[src/hw/rtl/swrl_pkg.sv]
// Package for the sliding window rate limiter.
// Widths, journal depth, register codes, reset values and shared types.
// No dependencies.
package swrl_pkg;

  localparam int JOURNAL_DEPTH = 64;
  localparam int IDX_W         = $clog2(JOURNAL_DEPTH);
  localparam int CNT_W         = $clog2(JOURNAL_DEPTH + 1);

  localparam int WEIGHT_W   = 32;
  localparam int TIME_W     = 48;
  localparam int REQ_W      = 7;
  localparam int WAIT_W     = 32;
  localparam int HELD_W     = 7;
  localparam int CFG_ADDR_W = 2;
  localparam int CFG_DATA_W = 32;
  localparam int SUM_W      = WEIGHT_W + IDX_W;
  localparam int ENTRY_W    = WEIGHT_W + TIME_W;
  localparam int LIM_W      = ((REQ_W > CNT_W) ? REQ_W : CNT_W) + 1;

  localparam logic [TIME_W:0] ONE_SECOND_US = (TIME_W + 1)'(1000000);

  localparam logic [WEIGHT_W-1:0] MAX_WEIGHT_RST   = WEIGHT_W'(1000);
  localparam logic [REQ_W-1:0]    MAX_REQUESTS_RST = REQ_W'(64);
  localparam logic [WAIT_W-1:0]   MAX_WAIT_RST     = WAIT_W'(1000000);

  typedef enum logic [CFG_ADDR_W-1:0] {
    CFG_MAX_WEIGHT   = 2'd0,
    CFG_MAX_REQUESTS = 2'd1,
    CFG_MAX_WAIT     = 2'd2
  } cfg_idx_t;

  typedef struct packed {
    logic [WEIGHT_W-1:0] max_weight;
    logic [REQ_W-1:0]    max_requests;
    logic [WAIT_W-1:0]   max_wait_us;
  } cfg_t;

  typedef struct packed {
    logic               we;
    logic [IDX_W-1:0]   waddr;
    logic [ENTRY_W-1:0] wdata;
    logic [IDX_W-1:0]   raddr;
  } mem_req_t;

  typedef enum logic [1:0] {
    ST_IDLE   = 2'd0,
    ST_EVAL   = 2'd1,
    ST_FINISH = 2'd2
  } state_t;

endpackage

[src/hw/rtl/swrl_cfg.sv]
// Configuration registers of the rate limiter.
// Depends on swrl_pkg.
module swrl_cfg (
  input  logic                                clk,
  input  logic                                rst_n,
  input  logic                                cfg_we,
  input  logic [swrl_pkg::CFG_ADDR_W-1:0]     cfg_addr,
  input  logic [swrl_pkg::CFG_DATA_W-1:0]     cfg_wdata,
  output swrl_pkg::cfg_t                      cfg_o
);
  import swrl_pkg::*;

  cfg_t cfg_r;
  cfg_t cfg_nxt;

  always_comb begin
    cfg_nxt = cfg_r;
    if (cfg_we) begin
      unique case (cfg_idx_t'(cfg_addr))
        CFG_MAX_WEIGHT:   cfg_nxt.max_weight   = cfg_wdata[WEIGHT_W-1:0];
        CFG_MAX_REQUESTS: cfg_nxt.max_requests = cfg_wdata[REQ_W-1:0];
        CFG_MAX_WAIT:     cfg_nxt.max_wait_us  = cfg_wdata[WAIT_W-1:0];
        default:          cfg_nxt = cfg_r;
      endcase
    end
  end

  always_ff @(posedge clk) begin
    if (!rst_n) begin
      cfg_r.max_weight   <= MAX_WEIGHT_RST;
      cfg_r.max_requests <= MAX_REQUESTS_RST;
      cfg_r.max_wait_us  <= MAX_WAIT_RST;
    end else begin
      cfg_r <= cfg_nxt;
    end
  end

  assign cfg_o = cfg_r;

endmodule

[config.mk]
export PLATFORM = sky130hd
export DESIGN_NAME = swrl_cfg
export DESIGN_NICKNAME = d
export VERILOG_FILES = /design/src/hw/rtl/swrl_pkg.sv /design/src/hw/rtl/swrl_cfg.sv
export SDC_FILE = /design/constraint.sdc
export NUM_CORES = 1
export LEC_CHECK = 0
export ABC_CLOCK_PERIOD_IN_PS = 800
export BUFFER_PORTS_ARGS = -buffer_cell sky130_fd_sc_hd__buf_2
export CAP_MARGIN = 20
export CORE_ASPECT_RATIO = 0.75
export CORE_MARGIN = 5
export CORE_UTILIZATION = 35
export DETAILED_ROUTE_END_ITERATION = 10
export PLACE_DENSITY_LB_ADDON = 0.08
export SYNTH_ARGS = -nofsm -noshare
export SYNTH_HDL_FRONTEND = slang
export SYNTH_SLANG_ARGS = --single-unit
[constraint.sdc]
create_clock -name clk -period 0.8 [get_ports clk]
set_clock_uncertainty 0.05 [all_clocks]
set_input_delay 0.04 -clock clk [delete_from_list [all_inputs] [get_ports clk]]
set_output_delay 0.04 -clock clk [all_outputs]
set_load 0.02 [all_outputs]
==> impl_metrics.env, run 1 <==
export IMPL_cts_root_buf="clkbuf_8"
export IMPL_htree_levels=3
export IMPL_crit_end="cfg_o[6]"
export IMPL_design_area_mm2=0.00471
export IMPL_yosys_area_top_type_share=0.510
export IMPL_post_route_min_period_ps=907
export IMPL_rows=28
export IMPL_port_buffers=107
export IMPL_cts_made_buffers=9
export IMPL_synth_fp_nets=317
export IMPL_via_count=2405
export IMPL_area_growth_pct=69.1
export IMPL_synthMostInstantiatedCell="nand2_1"
export IMPL_core_area_mm2=0.00781
export IMPL_drt_iter0_drc=114
export IMPL_crit_path_cell_trace="buf_6"
export IMPL_syn_avg_cell_area_um2=9.95
export IMPL_gp_congestion=0.692
export IMPL_io_pins=108
export IMPL_r2r_start="cfg_o[66]"
export IMPL_ys_flop_type="dfxtp_1"
export IMPL_synth_seq_cells=71
export IMPL_finalSetupViolCount=72
export IMPL_tns_ps=-5830
export IMPL_ctsHoldBuffers=31
export IMPL_grt_pass1_wl_um=12500
export IMPL_cp_slowest_cell="dfxtp_2"
export IMPL_crit_path_start_kind="flip-flop"
export IMPL_antenna_found_initial=0
export IMPL_clk_pin_slew_ps=80
export IMPL_crit_fanout=2
export IMPL_place_inst=485
export IMPL_antenna_cells=0
export IMPL_rr_worst_depth=4
export IMPL_dieArea_mm2=0.00986
export IMPL_crit_type="flip-flop to output port"
export IMPL_final_max_slew_viol_count=0
export IMPL_cp_top_family="flip-flops"
export IMPL_synth_cells_most_frequent="nand2_1 (87), dfxtp_1 (71), mux2i_1 (62)"
export IMPL_yosysWarnings=0
export IMPL_drc_errors=0
export IMPL_grt_pass1_vias=2537
export IMPL_cts_tree="built"
export IMPL_grt_overflow=0
export IMPL_finalCritPeriodShare=1.13
export IMPL_postLayoutCoreUtil=0.603
export IMPL_syn_area_mm2=0.00279
export IMPL_wire_per_inst_um=13.9
export IMPL_hold_violations=3
export IMPL_clockBufferDepth=2
export IMPL_hold_path_class="input port to flip-flop"
export IMPL_fin_ws_ps=-107
export IMPL_grt_max_degree=33
export IMPL_die_h_um=87.3
export IMPL_startpoint="cfg_o[6]"
export IMPL_synthArstFlopShare=0
export IMPL_cap_viol_max_count=0
export IMPL_critical_path_required_ps=710
export IMPL_worstPathArrival_ps=820
export IMPL_reg2reg_to="cfg_o[66]"
export IMPL_r2r_slack_ps=-10
export IMPL_start_util=0.357
export IMPL_clk_latency_ps=330
export IMPL_p_per_area_mw_per_mm2=1800
export IMPL_nets=472
export IMPL_place_area_mm2=0.00350
export IMPL_dr_pass1_iters=6
export IMPL_fmax_mhz=1100
export IMPL_netlist_top_cells_area="dfxtp_1 (51%), mux2i_1 (22%), nand2_1 (12%)"
export IMPL_rsz0062_at_grt="true"
export IMPL_dp_hpwl_um=4920
export IMPL_drive_gt1_frac=0.514
export IMPL_yosysSeqAreaShare=0.510
export IMPL_instances_no_fill=545
export IMPL_slew_headroom=0.834
export IMPL_crit_cells=1
export IMPL_critPathCaptureType="output port"
export IMPL_synth_edf_count=0
export IMPL_violations="hold timing, setup timing"
export IMPL_worstPathBufferInverterCount=1
export IMPL_status="finished with violations"
export IMPL_synth_area_leader_cell="dfxtp_1"
export IMPL_place_ws_ps=-256
export IMPL_fin_worst_hold_slack_ps=-67.0
export IMPL_p_total_mw=8.49
export IMPL_largest_reg_flops=71
export IMPL_vdd_ir_drop_max_uv=1020
export IMPL_tightest_slew_ps=249
export IMPL_viasPerCell=4.41
export IMPL_drtAntennaViolNets=0
export IMPL_die_x_um=113
export IMPL_gr_usage_all_layers=0.160
export IMPL_max_stage_delay_ps=360
export IMPL_postSynthCellCount=280
export IMPL_ys_types=16
export IMPL_cts_sink_count=71
export IMPL_routed_wl_um=7570
export IMPL_p_leak_nw=2.18
==> how the worst min path moves through the flow <==
stage	start	end	slack, ps	depth (start not counted)
global placement	cfg_wdata[7]	cfg_o[7]	260	3
detailed placement	cfg_wdata[16]	cfg_o[55]	260	3
finish	cfg_wdata[6]	cfg_o[6]	-70	3
CTS	cfg_wdata[6]	cfg_o[6]	-90	3
floorplan	cfg_wdata[14]	cfg_o[53]	130	2
global route	cfg_wdata[6]	cfg_o[6]	-60	3
==> what timing repair did <==
action                     CTS  global route
setup endpoints to repair   71            72
hold endpoints to repair    71             3
resized for setup          213             7
pin swaps                    0             1
buffers inserted             5             8
==> worst min-delay path, cell delays in order <==
cell and delay, ps:
buf_2 70, nor2b_1 60, mux2i_1 110
==> cells in the final DEF (no fill, tap or decap) <==
cell           count
clkinv_4           1
dfxtp_2           71
and3b_1            1
clkinv_2           1
clkinvlp_4         1
clkbuf_8           9
nand2_2            1
buf_6             74
nand3b_1           2
dlygate4sd3_1     31
buf_4             20
inv_6              1
buf_2             35
nand4bb_1          4
nor2b_1            5
bufinv_16          3
nand4b_1           5
inv_1              9
nor2b_2            1
nor3b_4            1
nor2b_4            1
nand2_1           86
o211ai_1           9
buf_12             6
mux2i_1           62
==> power by group <==
part | switching [mW] | internal, mW
Clock | 1.40 | 2.08
Sequential | 0.0971 | 3.69
Combinational | 0.561 | 0.660
==> area by class of cell <==
type / count / area, um^2
Fill cell: 677 / 3100
Timing Repair Buffer: 166 / 1590
Sequential cell: 71 / 1510
Multi-Input combinational cell: 178 / 1200
Tap cell: 105 / 131
Clock buffer: 9 / 124
Clock inverter: 7 / 120
Inverter: 9 / 33.8
==> metal layers <==
layer | wire [um] | track usage | vias up
met2 | 3430 | 0.256 | 81
met4 | 49 | 0.0317 | 0
met3 | 615 | 0.0757 | 6
met5 | 0 | 0 | -
li1 | - | - | 1241
met1 | 3480 | 0.198 | 1077
==> cells by family (layout without fill, tap and decap cells) <==
logic type	after synthesis	count (layout)	synth area share
compound gates	9	9	0.0242
simple gates	107	107	0.180
buf+inv	31	191	0.0629
mux	62	62	0.223
flops	71	71	0.510
No activity file was read; power rests on OpenSTA's default activity.
==> run 2, diff against run 1 <==
--- a/config.mk
+++ b/config.mk
@@ -8,9 +8,11 @@
 export ABC_CLOCK_PERIOD_IN_PS = 800
 export BUFFER_PORTS_ARGS = -buffer_cell sky130_fd_sc_hd__buf_2
 export CAP_MARGIN = 20
+export CELL_PAD_IN_SITES_DETAIL_PLACEMENT = 1
+export CELL_PAD_IN_SITES_GLOBAL_PLACEMENT = 1
 export CORE_ASPECT_RATIO = 0.75
 export CORE_MARGIN = 5
-export CORE_UTILIZATION = 35
+export CORE_UTILIZATION = 32
 export DETAILED_ROUTE_END_ITERATION = 10
 export PLACE_DENSITY_LB_ADDON = 0.08
 export SYNTH_ARGS = -nofsm -noshare
==> impl_metrics.env, run 2 (synthesized netlist as in run 1, its figures left out) <==
export IMPL_status="finished with violations"
export IMPL_violations="hold timing, setup timing"
export IMPL_drive_gt1_frac=0.521
export IMPL_port_buffers=107
export IMPL_dp_hpwl_um=5490
export IMPL_critPathCaptureType="output port"
export IMPL_gr_usage_all_layers=0.162
export IMPL_clockPowerShare=0.419
export IMPL_fin_worst_hold_slack_ps=-51.3
export IMPL_mostFrequentLayoutCell="nand2_1"
export IMPL_p_sw_mw=2.16
export IMPL_antenna_found_initial=0
export IMPL_rr_worst_depth=4
export IMPL_grt_overflow=0
export IMPL_routed_wl_um=8500
export IMPL_post_route_min_period_ps=909
export IMPL_crit_fanout=2
export IMPL_cp_top_family="flip-flops"
export IMPL_power_frac_comb=0.144
export IMPL_antenna_cells=0
export IMPL_cts_made_buffers=9
export IMPL_instances_no_fill=553
export IMPL_grt_pass1_vias=2708
export IMPL_p_sw_frac=0.249
export IMPL_via_count=2512
export IMPL_internal_power_mw=6.52
export IMPL_vdd_ir_drop_max_uv=1420
export IMPL_max_stage_delay_ps=360
export IMPL_nets=478
export IMPL_met1_length_um=3610
export IMPL_crit_type="flip-flop to output port"
export IMPL_clockBufferDepth=2
export IMPL_cts_root_buf="clkbuf_16"
export IMPL_wire_per_inst_um=15.4
export IMPL_grt_pass1_wl_um=13900
export IMPL_cp_slowest_cell="dfxtp_2"
export IMPL_hold_path_class="input port to flip-flop"
export IMPL_dr_pass1_iters=6
export IMPL_hold_violations=3
export IMPL_power_share_sequential=0.438
export IMPL_layout_common_cells="nand2_1 (84), buf_6 (73), dfxtp_2 (71)"
export IMPL_drtAntennaViolNets=0
export IMPL_dr_wl_met2_um=4160
export IMPL_drc_errors=0
export IMPL_grt_max_degree=45
export IMPL_fmax_mhz=1100
export IMPL_gp_congestion=0.723
export IMPL_cts_sink_count=71
export IMPL_htree_levels=3
export IMPL_tns_ps=-5220
export IMPL_slew_headroom=0.802
export IMPL_io_pins=108
export IMPL_ctsHoldBuffers=31
export IMPL_worstPathArrival_ps=820
export IMPL_crit_path_cell_trace="buf_6"
export IMPL_hold_depth=3
export IMPL_viasPerCell=4.54
export IMPL_worstPathBufferInverterCount=1
export IMPL_final_max_slew_viol_count=0
export IMPL_die_h_um=90.8
export IMPL_crit_path_start_kind="flip-flop"
export IMPL_fin_ws_ps=-109
export IMPL_start_util=0.328
export IMPL_core_area_mm2=0.00849
export IMPL_top_layer_used="met4"
export IMPL_crit_cells=1
export IMPL_place_area_mm2=0.00352
export IMPL_finalSetupViolCount=73
export IMPL_rsz0062_at_grt="true"
export IMPL_finalCritPeriodShare=1.14
export IMPL_area_growth_pct=71.7
export IMPL_p_per_area_mw_per_mm2=1810
export IMPL_p_leak_nw=2.22
export IMPL_critical_path_required_ps=710
export IMPL_rows=29
export IMPL_die_x_um=118
export IMPL_drt_iter0_drc=120
export IMPL_p_total_mw=8.68
export IMPL_clk_latency_ps=330
export IMPL_dieArea_mm2=0.0107
export IMPL_dr_wl_met3_um=639
export IMPL_largest_reg_flops=71
export IMPL_place_inst=490
export IMPL_cap_viol_max_count=0
export IMPL_design_area_mm2=0.00478
export IMPL_cts_tree="built"
export IMPL_clk_pin_slew_ps=60
export IMPL_tightest_slew_ps=297
[run 2: cell types whose count changed in the layout (fill, tap and decap cells not counted), moves of 3 or more]
cell,previous run,this run
buf_4,20,28
bufinv_16,3,0
clkbuf_8,9,1
clkbuf_16,0,9
[run 2: layer usage]
metal | GRT usage | vias up
met5 | 0 | -
met4 | 0.0430 | 0
met3 | 0.0827 | 12
met2 | 0.274 | 66
met1 | 0.181 | 1185
li1 | - | 1249
[run 2: path summary, 6_finish.rpt]
check | from | to | slack (ps)
min | cfg_wdata[6] | cfg_o[38] | -50
max reg2reg | cfg_o[7] | cfg_o[7] | -30
min reg2reg | cfg_o[70] | cfg_o[70] | 410
max | cfg_o[46] | cfg_o[46] | -110
[run 2: layout make-up]
class                   instances  area [um^2]
repair buffers                172         1630
multi-input cells             178         1210
fillers                       935         3710
well taps                     108          135
flip-flops and latches         71         1510
clock inverters                 4         22.5
inverters                       9         33.8
clock buffers                  11          243
[run 2: per-stage QoR]
stage	util	setup WS [ps]
after floorplan	-	-48.9
after global placement	0.415	-213
after detailed placement	0.415	-257
after CTS	0.549	-120
after global routing	0.564	-140
final	0.564	-109
[run 2: what timing repair did]
item | CTS | global route
buffers inserted | 4 | 14
setup endpoints to repair | 71 | 74
hold endpoints to repair | 69 | 3
resized for setup | 213 | 8
[run 2: power by group through the flow]
| stage | sequential, mW | clock [mW] | combinational [mW] |
|---|---|---|---|
| final | 3.80 | 3.63 | 1.25 |
| after global routing | 3.81 | 3.94 | 1.34 |
| after CTS | 3.80 | 3.76 | 1.21 |
| after detailed placement | 3.81 | 0 | 0.931 |
| after global placement | 3.81 | 0 | 0.915 |
| after floorplan | 3.97 | 0 | 0.379 |
[run 2: tightest hold or removal path, delay by kind of cell]
kind          cells  cell delay [ps]
buf+inv           1               80
mux               1              110
simple gates      1               60
