===== config.mk =====
export PLATFORM = sky130hd
export DESIGN_NAME = swrl_ctrl_flat
export DESIGN_NICKNAME = d
export VERILOG_FILES = /design/src/hw/rtl/swrl_pkg.sv /design/src/hw/rtl/swrl_if.sv /design/src/hw/rtl/swrl_ctrl.sv /design/src/flat_wrapper.sv
export SDC_FILE = /design/constraint.sdc
export NUM_CORES = 1
export LEC_CHECK = 0
export BUFFER_PORTS_ARGS = -buffer_cell sky130_fd_sc_hd__buf_2
export CAP_MARGIN = 20
export CORE_MARGIN = 5
export CORE_UTILIZATION = 50
export DETAILED_ROUTE_END_ITERATION = 8
export PLACE_DENSITY = 0.72
export SYNTH_ARGS = -nofsm -noshare
export SYNTH_HDL_FRONTEND = slang
export SYNTH_SLANG_ARGS = --single-unit

===== constraint.sdc =====
create_clock -name clk -period 23.9 [get_ports clk]
set_input_delay 4.78 -clock clk [delete_from_list [all_inputs] [get_ports clk]]
set_output_delay 4.78 -clock clk [all_outputs]
set_load 0.005 [all_outputs]

===== src/hw/rtl/swrl_pkg.sv =====
// Package for the sliding window rate limiter.
// Widths, journal depth, register codes, reset values and shared types.
// No dependencies.
package swrl_pkg;

  localparam int JOURNAL_DEPTH = 64;
  localparam int IDX_W         = $clog2(JOURNAL_DEPTH);
  localparam int CNT_W         = $clog2(JOURNAL_DEPTH + 1);

  localparam int WEIGHT_W   = 32;
  localparam int TIME_W     = 48;
  localparam int REQ_W      = 7;
  localparam int WAIT_W     = 32;
  localparam int HELD_W     = 7;
  localparam int CFG_ADDR_W = 2;
  localparam int CFG_DATA_W = 32;
  localparam int SUM_W      = WEIGHT_W + IDX_W;
  localparam int ENTRY_W    = WEIGHT_W + TIME_W;
  localparam int LIM_W      = ((REQ_W > CNT_W) ? REQ_W : CNT_W) + 1;

  localparam logic [TIME_W:0] ONE_SECOND_US = (TIME_W + 1)'(1000000);

  localparam logic [WEIGHT_W-1:0] MAX_WEIGHT_RST   = WEIGHT_W'(1000);
  localparam logic [REQ_W-1:0]    MAX_REQUESTS_RST = REQ_W'(64);
  localparam logic [WAIT_W-1:0]   MAX_WAIT_RST     = WAIT_W'(1000000);

  typedef enum logic [CFG_ADDR_W-1:0] {
    CFG_MAX_WEIGHT   = 2'd0,
    CFG_MAX_REQUESTS = 2'd1,
    CFG_MAX_WAIT     = 2'd2
  } cfg_idx_t;

  typedef struct packed {
    logic [WEIGHT_W-1:0] max_weight;
    logic [REQ_W-1:0]    max_requests;
    logic [WAIT_W-1:0]   max_wait_us;
  } cfg_t;

  typedef struct packed {
    logic               we;
    logic [IDX_W-1:0]   waddr;
    logic [ENTRY_W-1:0] wdata;
    logic [IDX_W-1:0]   raddr;
  } mem_req_t;

  typedef enum logic [1:0] {
    ST_IDLE   = 2'd0,
    ST_EVAL   = 2'd1,
    ST_FINISH = 2'd2
  } state_t;

endpackage


===== src/hw/rtl/swrl_if.sv =====
// Request and response channel interfaces for the rate limiter.
// Depends on swrl_pkg.
interface swrl_req_if;
  import swrl_pkg::*;
  logic                valid;
  logic                ready;
  logic [WEIGHT_W-1:0] weight;
  logic [TIME_W-1:0]   now_us;
  modport source (output valid, weight, now_us, input ready);
  modport sink   (input valid, weight, now_us, output ready);
endinterface

interface swrl_rsp_if;
  import swrl_pkg::*;
  logic              valid;
  logic              ready;
  logic              accepted;
  logic [TIME_W-1:0] start_us;
  logic [HELD_W-1:0] entries_held;
  modport source (output valid, accepted, start_us, entries_held, input ready);
  modport sink   (input valid, accepted, start_us, entries_held, output ready);
endinterface


===== src/hw/rtl/swrl_ctrl.sv =====
// Sequencer and datapath: retire walk over the journal RAM, wait test, commit.
// Depends on swrl_pkg and swrl_if.
module swrl_ctrl (
  input  logic                           clk,
  input  logic                           rst_n,
  input  swrl_pkg::cfg_t                 cfg_i,
  swrl_req_if.sink                       in_ch,
  swrl_rsp_if.source                     out_ch,
  output swrl_pkg::mem_req_t             mem_req,
  input  logic [swrl_pkg::ENTRY_W-1:0]   mem_rdata
);
  import swrl_pkg::*;

  state_t              state_r, state_nxt;
  logic [WEIGHT_W-1:0] w_r, w_nxt;
  logic [TIME_W-1:0]   now_r, now_nxt;
  logic [TIME_W-1:0]   start_r, start_nxt;
  logic [SUM_W-1:0]    sum_r, sum_nxt;
  logic [IDX_W-1:0]    head_r, head_nxt;
  logic [CNT_W-1:0]    cnt_r, cnt_nxt;
  logic [IDX_W-1:0]    oldest_r, oldest_nxt;
  logic [CNT_W-1:0]    entry_count_r, entry_count_nxt;
  logic [SUM_W-1:0]    weight_sum_r, weight_sum_nxt;
  logic                out_valid_r, out_valid_nxt;
  logic                out_acc_r, out_acc_nxt;
  logic [TIME_W-1:0]   out_start_r, out_start_nxt;
  logic [HELD_W-1:0]   out_held_r, out_held_nxt;

  logic [WEIGHT_W-1:0] ent_w;
  logic [TIME_W-1:0]   ent_t;
  logic [LIM_W-1:0]    req_ext, limit, cnt_plus;
  logic [SUM_W:0]      sum_plus_w;
  logic                retire;
  logic [TIME_W:0]     t_raw;
  logic [TIME_W-1:0]   t_sat;
  logic [TIME_W-1:0]   wait_us;
  logic                reject;
  logic [IDX_W:0]      slot_raw;
  logic [IDX_W-1:0]    slot;
  logic                out_free;

  assign ent_w = mem_rdata[ENTRY_W-1:TIME_W];
  assign ent_t = mem_rdata[TIME_W-1:0];

  assign req_ext  = LIM_W'(cfg_i.max_requests);
  assign limit    = (req_ext > LIM_W'(JOURNAL_DEPTH)) ? LIM_W'(JOURNAL_DEPTH) : req_ext;
  assign cnt_plus = LIM_W'(cnt_r) + LIM_W'(1);

  assign sum_plus_w = {1'b0, sum_r} + (SUM_W + 1)'(w_r);
  assign retire     = (cnt_r != '0) &&
                      ((sum_plus_w > (SUM_W + 1)'(cfg_i.max_weight)) || (cnt_plus > limit));

  assign t_raw = {1'b0, ent_t} + ONE_SECOND_US;
  assign t_sat = t_raw[TIME_W] ? '1 : t_raw[TIME_W-1:0];

  assign wait_us = start_r - now_r;
  assign reject  = wait_us > TIME_W'(cfg_i.max_wait_us);

  assign slot_raw = {1'b0, head_r} + (IDX_W + 1)'(cnt_r);
  assign slot     = (slot_raw >= (IDX_W + 1)'(JOURNAL_DEPTH)) ?
                    IDX_W'(slot_raw - (IDX_W + 1)'(JOURNAL_DEPTH)) : slot_raw[IDX_W-1:0];

  assign out_free = !out_valid_r || out_ch.ready;

  always_comb begin
    state_nxt       = state_r;
    w_nxt           = w_r;
    now_nxt         = now_r;
    start_nxt       = start_r;
    sum_nxt         = sum_r;
    head_nxt        = head_r;
    cnt_nxt         = cnt_r;
    oldest_nxt      = oldest_r;
    entry_count_nxt = entry_count_r;
    weight_sum_nxt  = weight_sum_r;
    out_valid_nxt   = out_valid_r && !out_ch.ready;
    out_acc_nxt     = out_acc_r;
    out_start_nxt   = out_start_r;
    out_held_nxt    = out_held_r;
    mem_req.we      = 1'b0;
    mem_req.waddr   = slot;
    mem_req.wdata   = {w_r, start_r};

    unique case (state_r)
      ST_IDLE: begin
        // head read is issued here so the data lands in EVAL
        head_nxt  = oldest_r;
        cnt_nxt   = entry_count_r;
        sum_nxt   = weight_sum_r;
        w_nxt     = in_ch.weight;
        now_nxt   = in_ch.now_us;
        start_nxt = in_ch.now_us;
        if (in_ch.valid) begin
          state_nxt = ST_EVAL;
        end
      end
      ST_EVAL: begin
        if (retire) begin
          start_nxt = (t_sat > start_r) ? t_sat : start_r;
          sum_nxt   = sum_r - SUM_W'(ent_w);
          head_nxt  = (head_r == IDX_W'(JOURNAL_DEPTH - 1)) ? '0 : head_r + IDX_W'(1);
          cnt_nxt   = cnt_r - CNT_W'(1);
        end else begin
          state_nxt = ST_FINISH;
        end
      end
      ST_FINISH: begin
        if (out_free) begin
          out_valid_nxt = 1'b1;
          state_nxt     = ST_IDLE;
          if (reject) begin
            out_acc_nxt   = 1'b0;
            out_start_nxt = '0;
            out_held_nxt  = HELD_W'(entry_count_r);
          end else begin
            mem_req.we      = 1'b1;
            oldest_nxt      = head_r;
            entry_count_nxt = cnt_r + CNT_W'(1);
            weight_sum_nxt  = sum_r + SUM_W'(w_r);
            out_acc_nxt     = 1'b1;
            out_start_nxt   = start_r;
            out_held_nxt    = HELD_W'(cnt_r + CNT_W'(1));
          end
        end
      end
      default: begin
        state_nxt = ST_IDLE;
      end
    endcase

    mem_req.raddr = head_nxt;
  end

  always_ff @(posedge clk) begin
    if (!rst_n) begin
      state_r       <= ST_IDLE;
      oldest_r      <= '0;
      entry_count_r <= '0;
      weight_sum_r  <= '0;
      out_valid_r   <= 1'b0;
    end else begin
      state_r       <= state_nxt;
      oldest_r      <= oldest_nxt;
      entry_count_r <= entry_count_nxt;
      weight_sum_r  <= weight_sum_nxt;
      out_valid_r   <= out_valid_nxt;
    end
  end

  always_ff @(posedge clk) begin
    w_r         <= w_nxt;
    now_r       <= now_nxt;
    start_r     <= start_nxt;
    sum_r       <= sum_nxt;
    head_r      <= head_nxt;
    cnt_r       <= cnt_nxt;
    out_acc_r   <= out_acc_nxt;
    out_start_r <= out_start_nxt;
    out_held_r  <= out_held_nxt;
  end

  assign in_ch.ready         = (state_r == ST_IDLE);
  assign out_ch.valid        = out_valid_r;
  assign out_ch.accepted     = out_acc_r;
  assign out_ch.start_us     = out_start_r;
  assign out_ch.entries_held = out_held_r;

endmodule


===== src/flat_wrapper.sv =====
// flat-port wrapper written by rule: the top's interface ports become plain ports
module swrl_ctrl_flat import swrl_pkg::*;
  (clk, rst_n, cfg_i, mem_req, mem_rdata, in_ch_valid, in_ch_weight, in_ch_now_us, in_ch_ready, out_ch_valid, out_ch_accepted, out_ch_start_us, out_ch_entries_held, out_ch_ready);
  swrl_req_if in_ch_i ();
  swrl_rsp_if out_ch_i ();
  input  logic clk;
  input  logic rst_n;
  input  swrl_pkg::cfg_t cfg_i;
  output swrl_pkg::mem_req_t mem_req;
  input  logic [swrl_pkg::ENTRY_W-1:0] mem_rdata;
  input wire logic [$bits(in_ch_i.valid)-1:0] in_ch_valid;
  input wire logic [$bits(in_ch_i.weight)-1:0] in_ch_weight;
  input wire logic [$bits(in_ch_i.now_us)-1:0] in_ch_now_us;
  output wire logic [$bits(in_ch_i.ready)-1:0] in_ch_ready;
  output wire logic [$bits(out_ch_i.valid)-1:0] out_ch_valid;
  output wire logic [$bits(out_ch_i.accepted)-1:0] out_ch_accepted;
  output wire logic [$bits(out_ch_i.start_us)-1:0] out_ch_start_us;
  output wire logic [$bits(out_ch_i.entries_held)-1:0] out_ch_entries_held;
  input wire logic [$bits(out_ch_i.ready)-1:0] out_ch_ready;
  assign in_ch_i.valid = in_ch_valid;
  assign in_ch_i.weight = in_ch_weight;
  assign in_ch_i.now_us = in_ch_now_us;
  assign in_ch_ready = in_ch_i.ready;
  assign out_ch_valid = out_ch_i.valid;
  assign out_ch_accepted = out_ch_i.accepted;
  assign out_ch_start_us = out_ch_i.start_us;
  assign out_ch_entries_held = out_ch_i.entries_held;
  assign out_ch_i.ready = out_ch_ready;
  swrl_ctrl u_core (.clk(clk), .rst_n(rst_n), .cfg_i(cfg_i), .in_ch(in_ch_i), .out_ch(out_ch_i), .mem_req(mem_req), .mem_rdata(mem_rdata));
endmodule

==> run summary <==
synth cell count leaders - nand2_1 (304), ha_1 (240), inv_1 (237)
sequential area share after synthesis - 35.88%
leading area contributor after synthesis - edfxtp_1
cts bufs inserted - 37
fraction of layout cells with a size suffix above 1 - 17.71%
Main synth FF type - edfxtp_1
total number of vias - 20280
vias per cell - 5.808
Routed met3 length - 4.578 mm
final hold vios - 0
CP Data Required Time - 19.12 ns
Max Cap Viol - 0
input/output buffers - 385
largest net degree at the start of global routing - 106
Max Used Layer - met4
fmax - 0.07710 GHz
row count - 77
Avg Inst Size Synth - 8.899 sq um
#FFs+latches synth - 289
GPL Wtd Cong - 0.9934
# nets final - 3347
clock skew - 0.02267 ns
dpl ws - 10.90 ns
Yosys warnings - 0
max-slew violation count - 0
Final Power - 3.434 mW
Die W - 222.2 microns
Reg clk slew, reported paths - 0.05 ns
Clock H-tree levels - 2
status - completed
Net Count, Synth - 3009
total wire length - 70.09 mm
synthesized instance count - 2530
ANT nets after route - 0
RSZ-0062 raised after global routing - false
met2 WL - 34.43 mm
Wirelength per Cell - 20.08 microns
Critical Path AT - 8.19 ns
fin crit share - 54.27%
gr usage total - 26.98%
Tmin final - 12.97 ns
setup ws final - 10.93 ns
total gr overflow - 0
Max VDD drop - 0.07355 mV
CTS tree - done
vias in the first global route - 20180
Area Overhead vs Synth - 16.07%
Worst-Margin Slew - 1.119 ns
clock sink total - 289
Hold Path Class - reg -> reg
CP Class - in -> out
Initial DRC Count - 1543
synthesized area - 22510 sq um
remaining routing DRC violations - 0
most frequent cell after synthesis - nand2_1
core area - 44410 sq um
Post-CTS Resized - 0
clock root buffer - clkbuf_16
CTS max path bufs - 3
die area - 49370 sq um
setup tns final - 0 ns
Die Ht - 222.2 microns
TritonRoute pass-1 iters - 6
top-area cell type share of the netlist area - 30.54%
postcts setup bufs - 0
clock latency on the worst-skew pair - 0.56 ns
Static Leak - 11.66 nW
EDFF count, synth - 229
ranking of synthesized cells by area - edfxtp_1 (31%), ha_1 (13%), dfxtp_1 (5.3%)
Post-synth ARST share - 0%
Final setup violation count - 0
max_slew headroom - 25.40%
CTS Hold Bufs - 0
P per Cell Area - 131.4 nW/um^2
Initial Utilization - 50.69%
Max FO, Critical Path - 3
startpoint class of the critical path - input pin
worst hold margin - 0.4574 ns
antenna violations before repair - 1
M1 WL - 28.90 mm
Top Ports - 386
first-pass GRT wire length - 109.1 mm
post-DP HPWL - 54.56 mm
Worst setup EP type - primary output
Cell variety after synth - 84
-- critical path, stage by stage --
cell,delay [ns]
buf_2,0.07
inv_1,0.03
ha_1,0.31
nand4_1,0.15
nor4_1,0.65
nand3_1,0.20
nand2_1,0.11
o2bb2ai_1,0.22
a2111oi_4,0.35
nand3_1,0.12
or4_1,0.46
nor4b_4,0.32
and2_1,0.25
buf_2,0.15
-- sequential cells by signal, summed over array words and instances, names as in the netlist, 6 cells and up --
name                        cells
u_core.entry_count_r            7
u_core.now_r                   48
u_core.head_r                   6
u_core.cnt_r                    7
u_core.oldest_r                 6
u_core.out_ch.start_us         48
u_core.out_ch.entries_held      7
u_core.weight_sum_r            38
u_core.sum_r                   38
u_core.w_r                     32
u_core.start_r                 48
-- kinds of logic (layout without fill, tap and decap cells) --
kind of cell               count (synthesis)  after routing  synth area share [%]
adders and majority gates                244            244                 13.69
xor gates and xnor gates                 141            141                 5.485
AOI/OAI and AO/OA                        617            617                 17.59
DFF                                      289            289                 35.88
and+or+nand+nor                          818            818                 17.47
other                                      0              2                     0
buffers and inverters                    338            705                 6.024
muxes                                     83             83                 3.851
-- cells in the final DEF, fill, tap and decap left out, types with 64 or more instances in the layout --
master,count
and2_1,64
xnor2_1,80
a21oi_1,164
edfxtp_1,229
ha_1,240
nand2_1,304
nor2_1,150
buf_2,385
o21ai_0,130
inv_1,237
-- per-layer routing --
layer | up-vias | global-route usage (%)
met4 | 0 | 8.670
met5 | - | 0
li1 | 9782 | -
met3 | 128 | 3.299
met2 | 757 | 47.59
met1 | 9609 | 34.55
-- report_power, final --
part | total [mW] | internal [mW] | leakage [nW] | switching (mW)
sequential | 0.858 | 0.718 | 2.70 | 0.139
clock | 0.570 | 0.342 | 0.616 | 0.228
combinational | 2.01 | 0.785 | 8.35 | 1.22
total | 3.43 | 1.85 | 11.7 | 1.59
-- final cells by class --
cell class	instances	area (sq um)
well taps	592	740.7
multi-input cells	1903	13140
fillers	3969	18280
diodes	2	5.005
inverters	238	893.4
repair buffers	399	2032
flip-flops and latches	289	8078
clock inverters	14	111.4
clock buffers	54	1135
-- stage by stage --
stage / util (%) / cell area, sq um / cells
floorplan: - / 22510 / 2530
global placement: 56.02 / 24880 / 3421
detailed placement: 56.02 / 24880 / 3421
CTS: 58.82 / 26130 / 3489
global route: 58.83 / 26130 / 3490
finish: 58.84 / 26130 / 3491
-- worst paths after layout --
kind | from | to | slack, ns | cells past startpoint
max | cfg_i[31] | mem_req[92] | 10.93 | 14
min | u_core.weight_sum_r[22] | u_core.weight_sum_r[22] | 0.46 | 2
max reg2reg | u_core.start_r[0] | u_core.weight_sum_r[4] | 16.16 | 26
min reg2reg | u_core.weight_sum_r[22] | u_core.weight_sum_r[22] | 0.46 | 2
No activity file was read; power rests on OpenSTA's default activity.
